==> config.mk <==
export PLATFORM = sky130hd
export DESIGN_NAME = first_fit_heap_allocator
export DESIGN_NICKNAME = d
export VERILOG_FILES = /design/src/hdl/ffha_pkg.sv /design/src/hdl/ffha_table.sv /design/src/hdl/first_fit_heap_allocator.sv
export SDC_FILE = /design/constraint.sdc
export NUM_CORES = 2
export LEC_CHECK = 0
export BUFFER_PORTS_ARGS = -buffer_cell sky130_fd_sc_hd__buf_2
export CORE_UTILIZATION = 28
export DETAILED_ROUTE_END_ITERATION = 10
export PLACE_DENSITY = 0.45
export SKIP_CTS_REPAIR_TIMING = 1
export SLEW_MARGIN = 10
export SYNTH_ARGS = -nofsm -noshare
export SYNTH_HDL_FRONTEND = slang
export SYNTH_SLANG_ARGS = --single-unit
export TNS_END_PERCENT = 20
==> constraint.sdc <==
create_clock -name clk -period 8.15 [get_ports clk]
set_clock_uncertainty 0.1 [all_clocks]
set_input_delay 1.63 -clock clk [delete_from_list [all_inputs] [get_ports clk]]
set_output_delay 1.63 -clock clk [all_outputs]
set_load 0.02 [all_outputs]
==> src/hdl/ffha_pkg.sv <==
package ffha_pkg;

  localparam int unsigned OFS_W = 24;
  localparam int unsigned LEN_W = 24;
  localparam int unsigned ADDR_W = 32;

  typedef enum logic [0:0] {
    OP_ALLOC = 1'b0,
    OP_FREE  = 1'b1
  } op_t;

  typedef enum logic [1:0] {
    ST_OK      = 2'd0,
    ST_NOFIT   = 2'd1,
    ST_UNKNOWN = 2'd2
  } status_t;

  typedef enum logic [0:0] {
    CFG_REGION_BASE = 1'b0,
    CFG_REGION_SIZE = 1'b1
  } cfg_idx_t;

  typedef struct packed {
    logic [0:0]  operation;
    logic [23:0] request_size;
    logic [31:0] address;
  } req_t;

  typedef struct packed {
    logic [31:0] pointer;
    logic [1:0]  status;
    logic [23:0] used_bytes;
  } rsp_t;

  typedef struct packed {
    logic [OFS_W-1:0] offset;
    logic [LEN_W-1:0] length;
    logic             is_free;
  } entry_t;

endpackage

==> src/hdl/ffha_table.sv <==
module ffha_table import ffha_pkg::*; #(
  parameter int unsigned IDX_W = 6
) (
  input  logic             clk,
  input  logic             we,
  input  logic [IDX_W-1:0] waddr,
  input  entry_t           wdata,
  input  logic [IDX_W-1:0] raddr,
  output entry_t           rdata
);

  entry_t mem [2**IDX_W];

  always_ff @(posedge clk) begin
    if (we) begin
      mem[waddr] <= wdata;
    end
    rdata <= mem[raddr];
  end

endmodule

==> src/hdl/first_fit_heap_allocator.sv <==
// First-fit heap allocator over one region, kept as an address-ordered block table
// in a memory with one write port and one registered read port. One sequencer walks
// the table entry by entry (address, then compare). An allocate scans for
// the first fitting free block and, on a split, moves the tail up by one entry
// before writing the two halves. A free scans for its block, checks the next and
// previous neighbours, writes the merged entry back, then moves the tail down by the
// number of entries merged away. A result, once offered, waits for out_ready, and
// in_ready stays low until it is taken. Writing region_size reinitializes the table
// to one free block, or to no blocks if region_size does not exceed HEADER_BYTES.
// Writing region_base only offsets returned pointers and the addresses frees match.
module first_fit_heap_allocator import ffha_pkg::*; #(
  parameter int unsigned MAX_BLOCKS   = 64,
  parameter int unsigned HEADER_BYTES = 24
) (
  input  logic        clk,
  input  logic        rst,
  input  logic        in_valid,
  output logic        in_ready,
  input  req_t        in_data,
  output logic        out_valid,
  input  logic        out_ready,
  output rsp_t        out_data,
  input  logic        cfg_valid,
  output logic        cfg_ready,
  input  logic [0:0]  cfg_index,
  input  logic [31:0] cfg_data
);

  localparam int unsigned IDX_W = $clog2(MAX_BLOCKS);
  localparam int unsigned CNT_W = $clog2(MAX_BLOCKS + 1);
  localparam logic [CNT_W-1:0] MAXC = CNT_W'(MAX_BLOCKS);
  localparam logic [LEN_W:0] HDR = (LEN_W+1)'(HEADER_BYTES);

  typedef enum logic [3:0] {
    S_INIT, S_IDLE, S_SCAN, S_CHK, S_UP_RD, S_UP_WR, S_SPLIT, S_MARK,
    S_NX_RD, S_NX_CHK, S_PV_RD, S_PV_CHK, S_WB, S_DN_RD, S_DN_WR, S_OUT
  } state_t;

  state_t            state;
  logic [ADDR_W-1:0] region_base;
  logic [LEN_W-1:0]  region_size;
  logic [CNT_W-1:0]  count;
  logic [LEN_W-1:0]  used_total;
  req_t              req;
  logic [LEN_W:0]    sz;
  logic [CNT_W-1:0]  idx;
  logic [CNT_W-1:0]  ptr;
  logic [1:0]        gap;
  entry_t            cur;
  logic              nx_merge;
  logic              pv_merge;
  logic              we;
  logic [IDX_W-1:0]  waddr;
  logic [IDX_W-1:0]  raddr;
  entry_t            wdata;
  entry_t            rdata;
  logic [ADDR_W-1:0] paddr;
  logic [LEN_W:0]    sz_full;

  ffha_table #(.IDX_W(IDX_W)) u_table (
    .clk(clk), .we(we), .waddr(waddr), .wdata(wdata), .raddr(raddr), .rdata(rdata)
  );

  assign paddr = region_base + ADDR_W'(rdata.offset) + ADDR_W'(HEADER_BYTES);
  assign sz_full = ({1'b0, in_data.request_size} + (LEN_W+1)'(7)) & ~(LEN_W+1)'(7);

  assign in_ready  = (state == S_IDLE) && !cfg_valid;
  assign cfg_ready = (state == S_IDLE);

  // table port control
  always_comb begin
    we = 1'b0;
    waddr = IDX_W'(idx);
    wdata = cur;
    raddr = IDX_W'(idx);
    unique case (state)
      S_INIT: begin
        we = 1'b1;
        waddr = '0;
        wdata = '{offset: '0, length: region_size - LEN_W'(HEADER_BYTES), is_free: 1'b1};
      end
      S_UP_RD: raddr = IDX_W'(ptr);
      S_UP_WR: begin
        we = 1'b1;
        waddr = IDX_W'(ptr + CNT_W'(1));
        wdata = rdata;
      end
      S_SPLIT: begin
        we = 1'b1;
        waddr = IDX_W'(idx + CNT_W'(1));
        wdata = '{offset: cur.offset + OFS_W'(HEADER_BYTES) + sz[OFS_W-1:0],
                  length: cur.length - sz[LEN_W-1:0] - LEN_W'(HEADER_BYTES),
                  is_free: 1'b1};
      end
      S_MARK: we = 1'b1;
      S_NX_RD: raddr = IDX_W'(idx + CNT_W'(1));
      S_PV_RD: raddr = IDX_W'(idx - CNT_W'(1));
      S_WB: begin
        we = 1'b1;
        waddr = pv_merge ? IDX_W'(idx - CNT_W'(1)) : IDX_W'(idx);
      end
      S_DN_RD: raddr = IDX_W'(ptr + CNT_W'(gap));
      S_DN_WR: begin
        we = 1'b1;
        waddr = IDX_W'(ptr);
        wdata = rdata;
      end
      default: ;
    endcase
  end

  always_ff @(posedge clk) begin
    if (rst) begin
      state <= S_INIT;
      region_base <= '0;
      region_size <= LEN_W'(65536);
      used_total <= '0;
      count <= '0;
      out_valid <= 1'b0;
    end else begin
      unique case (state)
        S_INIT: begin
          count <= ({1'b0, region_size} > HDR) ? CNT_W'(1) : '0;
          used_total <= '0;
          state <= S_IDLE;
        end
        S_IDLE: begin
          if (cfg_valid) begin
            if (cfg_index == CFG_REGION_BASE) begin
              region_base <= cfg_data;
            end else begin
              region_size <= cfg_data[LEN_W-1:0];
              state <= S_INIT;
            end
          end else if (in_valid) begin
            req <= in_data;
            sz <= sz_full;
            idx <= '0;
            nx_merge <= 1'b0;
            pv_merge <= 1'b0;
            out_data.pointer <= '0;
            if (in_data.operation == OP_ALLOC) begin
              out_data.status <= ST_NOFIT;
              state <= (in_data.request_size == '0 || count == '0) ? S_OUT : S_SCAN;
            end else if (in_data.address == '0) begin
              out_data.status <= ST_OK;
              state <= S_OUT;
            end else begin
              out_data.status <= ST_UNKNOWN;
              state <= (count == '0) ? S_OUT : S_SCAN;
            end
          end
        end
        S_SCAN: state <= S_CHK;
        S_CHK: begin
          if (req.operation == OP_ALLOC && rdata.is_free && {1'b0, rdata.length} >= sz) begin
            out_data.pointer <= paddr;
            out_data.status <= ST_OK;
            cur <= '{offset: rdata.offset, length: rdata.length, is_free: 1'b0};
            if ({1'b0, rdata.length} > sz + HDR && count < MAXC) begin
              used_total <= used_total + sz[LEN_W-1:0];
              ptr <= count - CNT_W'(1);
              state <= (count == idx + CNT_W'(1)) ? S_SPLIT : S_UP_RD;
            end else begin
              used_total <= used_total + rdata.length;
              state <= S_MARK;
            end
          end else if (req.operation == OP_FREE && !rdata.is_free &&
                       paddr == req.address) begin
            out_data.status <= ST_OK;
            used_total <= used_total - rdata.length;
            cur <= '{offset: rdata.offset, length: rdata.length, is_free: 1'b1};
            if (idx + CNT_W'(1) < count) begin
              state <= S_NX_RD;
            end else if (idx != '0) begin
              state <= S_PV_RD;
            end else begin
              state <= S_WB;
            end
          end else if (idx + CNT_W'(1) >= count) begin
            state <= S_OUT;
          end else begin
            idx <= idx + CNT_W'(1);
            state <= S_SCAN;
          end
        end
        // split: move entries above idx up by one, from the top down
        S_UP_RD: state <= S_UP_WR;
        S_UP_WR: begin
          if (ptr == idx + CNT_W'(1)) begin
            state <= S_SPLIT;
          end else begin
            ptr <= ptr - CNT_W'(1);
            state <= S_UP_RD;
          end
        end
        S_SPLIT: begin
          cur.length <= sz[LEN_W-1:0];
          count <= count + CNT_W'(1);
          state <= S_MARK;
        end
        S_MARK: state <= S_OUT;
        // merge with free neighbours
        S_NX_RD: state <= S_NX_CHK;
        S_NX_CHK: begin
          if (rdata.is_free) begin
            cur.length <= cur.length + LEN_W'(HEADER_BYTES) + rdata.length;
            nx_merge <= 1'b1;
          end
          state <= (idx != '0) ? S_PV_RD : S_WB;
        end
        S_PV_RD: state <= S_PV_CHK;
        S_PV_CHK: begin
          if (rdata.is_free) begin
            cur <= '{offset: rdata.offset,
                     length: rdata.length + LEN_W'(HEADER_BYTES) + cur.length,
                     is_free: 1'b1};
            pv_merge <= 1'b1;
          end
          state <= S_WB;
        end
        S_WB: begin
          gap <= {1'b0, nx_merge} + {1'b0, pv_merge};
          ptr <= pv_merge ? idx : idx + CNT_W'(1);
          state <= (nx_merge || pv_merge) ? S_DN_RD : S_OUT;
        end
        // delete: copy entry ptr+gap into ptr up to count
        S_DN_RD: begin
          if (ptr + CNT_W'(gap) >= count) begin
            count <= count - CNT_W'(gap);
            state <= S_OUT;
          end else begin
            state <= S_DN_WR;
          end
        end
        S_DN_WR: begin
          ptr <= ptr + CNT_W'(1);
          state <= S_DN_RD;
        end
        S_OUT: begin
          if (!out_valid) begin
            out_data.used_bytes <= used_total;
            out_valid <= 1'b1;
          end else if (out_ready) begin
            out_valid <= 1'b0;
            state <= S_IDLE;
          end
        end
      endcase
    end
  end

  assert property (@(posedge clk) disable iff (rst) in_valid && in_ready |=> !out_valid)
    else $error("result without work");
  assert property (@(posedge clk) disable iff (rst)
    out_valid && !out_ready |=> out_valid && $stable(out_data))
    else $error("result dropped");
  assert property (@(posedge clk) disable iff (rst) count <= MAXC)
    else $error("table overflow");

endmodule
==> impl_summary.txt <==
----------------------------------------------------
[Run status]
  Run status ... completed

[Floorplanning]
  Width of the die ... 734.3 µm
  Core Box Area ... 533,500 µm²
  DIE HEIGHT ... 734.3 µm
  Top-Level Pins ... 156
  Starting utilization of the core area ... 0.2814
  Row cnt ... 268
  Total die area ... 539,100 µm²

[CTS]
  CTS tree ... yes
  H-tree lvl count ... 5
  Master cell of the clock root buffer ... clkbuf_16
  CTS max path bufs ... 4
  Clock sinks ... 3,457
  Clock latency of the later-clocked register in the worst-skew pair ... 0.96 ns
  Cts bufs inserted ... 390
  Clock-pin slew reported for the worst setup and hold paths after clock tree synthesis ... 0.06 ns

[Synth]
  Total nets after synthesis ... 12,040
  Count of cell types in the netlist ... 91
  Most used flip-flop cell after synthesis ... edfxtp_1
  Flip-flop and latch count after synthesis ... 3,457
  Post-Syn Area per Cell ... 12.92 µm²
  Number of warning messages in the yosys log ... 0
  Cell type with the largest total area after synthesis ... edfxtp_1
  Post-synth EDFFs ... 3,316
  Netlist area before placement ... 150,100 µm²
  Sequential-to-total area share from yosys stat ... 0.6821
  Largest cells by area after synthesis ... edfxtp_1 66%, a211oi_1 5.8%, nand2_1 4.7%
  Number of instances in the synthesized netlist ... 11,620
  Portion of synthesized cell area occupied by the leading cell type ... 0.6632
  Post-synthesis async set-or-reset flop share ... 0

[Place]
  Cell count after placement ... 18,440
  Detailed-placement wirelength estimate ... 275,500 µm
  Routability cong. ... 0.8382
  IO Port Bufs ... 155

[Final layout]
  NumNets Final ... 12,090
  Number of fill cells ... 52,840
  Most frequent standard cell in the layout excluding fill and tap cells ... edfxtp_1
  Post-layout instance count excluding filler cells ... 19,180
  Top library cells by usage in the layout, fill and taps aside ... 3,316 x edfxtp_1, 1,887 x nand2_1, 1,140 x a211oi_1
  P&R area growth vs syn ... 15.62%
  Layout cells sized above 1 ... 0.09859
  Utilization after layout ... 0.3254

[STA]
  Final cycle utilization of the critical path ... 0.7462
  Relative max-transition margin ... 0.08597
  RSZ-0062 raised after global routing ... no
  Maximum clock rate ... 0.1644 GHz
  Final Setup Violations ... 0
  Least-Margin Pin Slew ... 1.363 ns
  Final hold vios ... 0
  Total negative slack for setup checks ... 0 ns
  Time the final worst path needs with I/O delays and setup ... 6.081 ns
  Final number of max-transition violations ... 0

[Detailed routing]
  DR vias ... 96,850
  Initial DRC Count ... 8,246
  Number of DRC violations after detailed routing ... 0
  Detailed-routing iteration count for the pre-antenna-repair pass ... 5
  Wire per inst ... 24.66 µm
  Antenna-violating nets left ... 0
  Total detailed-routing wirelength ... 472,900 µm
  Routed via count divided by cell count ... 5.050

[Global routing]
  GRT Total Usage ... 0.1693
  Maximum number of pins on one net before global-route repair ... 128
  Global-route wire length before repair ... 683,300 µm
  Initial antenna violation count ... 30
  Total congestion overflow after global routing ... 0
  Via count of the first global-routing pass ... 94,040

[Worst setup path]
  Kind of critical path ... flip-flop to flip-flop
  Data arrival, critical path ... 6.66 ns
  Worst reg2reg path depth ... 11
  Critical path fanouts, max ... 51
  CP startpoint kind ... flip-flop
  Required arrival time at the worst endpoint ... 8.73 ns
  Endpoint kind of the worst setup timing path ... flip-flop

[Worst hold path]
  Worst hold path stage count ... 2
  Class of the most critical hold timing path ... flip-flop to flip-flop

[Pwr]
  Worst supply voltage drop on vdd ... 0.1871 mV
  Net load switching power ... 10,920 µW
  Leakage component of the power ... 0.05627 µW
  Design internal power ... 31,330 µW
  Fraction of power consumed by sequential logic ... 0.490
  Portion of total power attributed to combinational logic ... 0.109
  Clk network pwr share ... 0.401
  Switching part of the total power ... 0.2585
  Power per unit of standard cell area ... 243.4 nW/µm²

[Job]
  Maximum Capacitance Violations ... 0

----------------------------------------------------
cells in the mapped netlist, types with 80 or more instances:
cell and n:
dfxtp_1 141, nor3_1 80, o21ai_0 147, a31oi_1 414, and2_1 722, and2_0 80
xnor2_1 136, a311oi_1 393, clkbuf_1 763, edfxtp_1 3316, nor2_1 326, ha_1 312
nand2_1 1896, inv_1 202, a211oi_1 1151, a21oi_1 658
final timing paths:
check	start	slack (ns)	to
worst max-delay path	state[3]$_SDFFE_PP0P_	2.07	u_table.rdata[36]$_DFF_P_
worst max register to register	state[3]$_SDFFE_PP0P_	2.07	u_table.rdata[36]$_DFF_P_
worst min-delay path	region_base[6]$_SDFFE_PP0P_	0.36	region_base[6]$_SDFFE_PP0P_
worst min register to register	region_base[6]$_SDFFE_PP0P_	0.36	region_base[6]$_SDFFE_PP0P_
power by group through the flow:
stage                     logic, µW  clock network, µW  registers, µW
final                          4600              16900          20700
after detailed placement       4630                  0          21100
after global placement         4620                  0          21100
after CTS                      4650              17300          20700
after floorplan                2610                  0          21000
after global routing           5030              18000          20700
flip-flops by register name (all words and copies together), names as in the netlist:
name / cells
pv_merge: 1
req: 33
nx_merge: 1
region_size: 24
cur: 49
region_base: 32
state: 4
gap: 2
count: 7
out_valid: 1
out_data: 58
idx: 7
u_table.rdata: 49
u_table.mem: 3136
sz: 22
ptr: 7
used_total: 24
cell families (layout without fill, tap and decap cells):
logic type | count (synthesis) | after routing | synth area share
compound gates | 3160 | 3160 | 0.1458
simple gates | 3436 | 3436 | 0.1058
buf+inv | 1026 | 1413 | 0.02581
flops | 3457 | 3457 | 0.6821
xor+xnor | 212 | 212 | 0.01264
fa+ha+maj | 320 | 320 | 0.02707
mux | 11 | 11 | 0.0007584
other cells | 0 | 16 | 0
per-layer routing:
metal	global-route usage	vias up	part of all wire
li1	-	44590	-
met1	0.2453	49390	0.47
met2	0.2747	2325	0.46
met3	0.01896	545	0.047
met4	0.03268	4	0.019
met5	0	-	0.000044
metrics by stage:
stage | hold WS [ns] | area (µm²) | total power (µW) | worst slack, ns
final | 0.3622 | 173600 | 42250 | 2.069
after global routing | 0.3736 | 173500 | 43720 | 1.723
after CTS | 0.3634 | 173500 | 42680 | 2.064
after detailed placement | 0.3535 | 161400 | 25700 | 2.093
after global placement | 0.3486 | 161300 | 25690 | 2.159
after floorplan | 0.3300 | 150100 | 23650 | 1.390
area by class of cell:
cell class / instances / area (µm²) / share of cell area
Timing Repair Buffer: 485 / 4194 / 0.02416
Sequential cell: 3457 / 102400 / 0.5899
Multi-Input combinational cell: 7139 / 45050 / 0.2595
Inverter: 203 / 762.0 / 0.004390
Antenna cell: 16 / 40.04 / 0.0002307
Tap cell: 7155 / 8952 / 0.05157
Clock buffer: 546 / 10700 / 0.06166
Clock inverter: 179 / 1485 / 0.008556
worst max-delay path, stage by stage, from the launching register on:
cell,delay [ns]
dfxtp_1,0.83
nor2_1,0.32
a22oi_1,0.97
a21oi_4,0.34
buf_12,0.29
buf_4,0.32
a211oi_1,0.35
a311oi_1,0.09
a211oi_1,0.46
a21oi_1,0.08
a211oi_1,1.11
a21oi_1,0.46
Note: power is estimated with default switching activity, not from simulation.
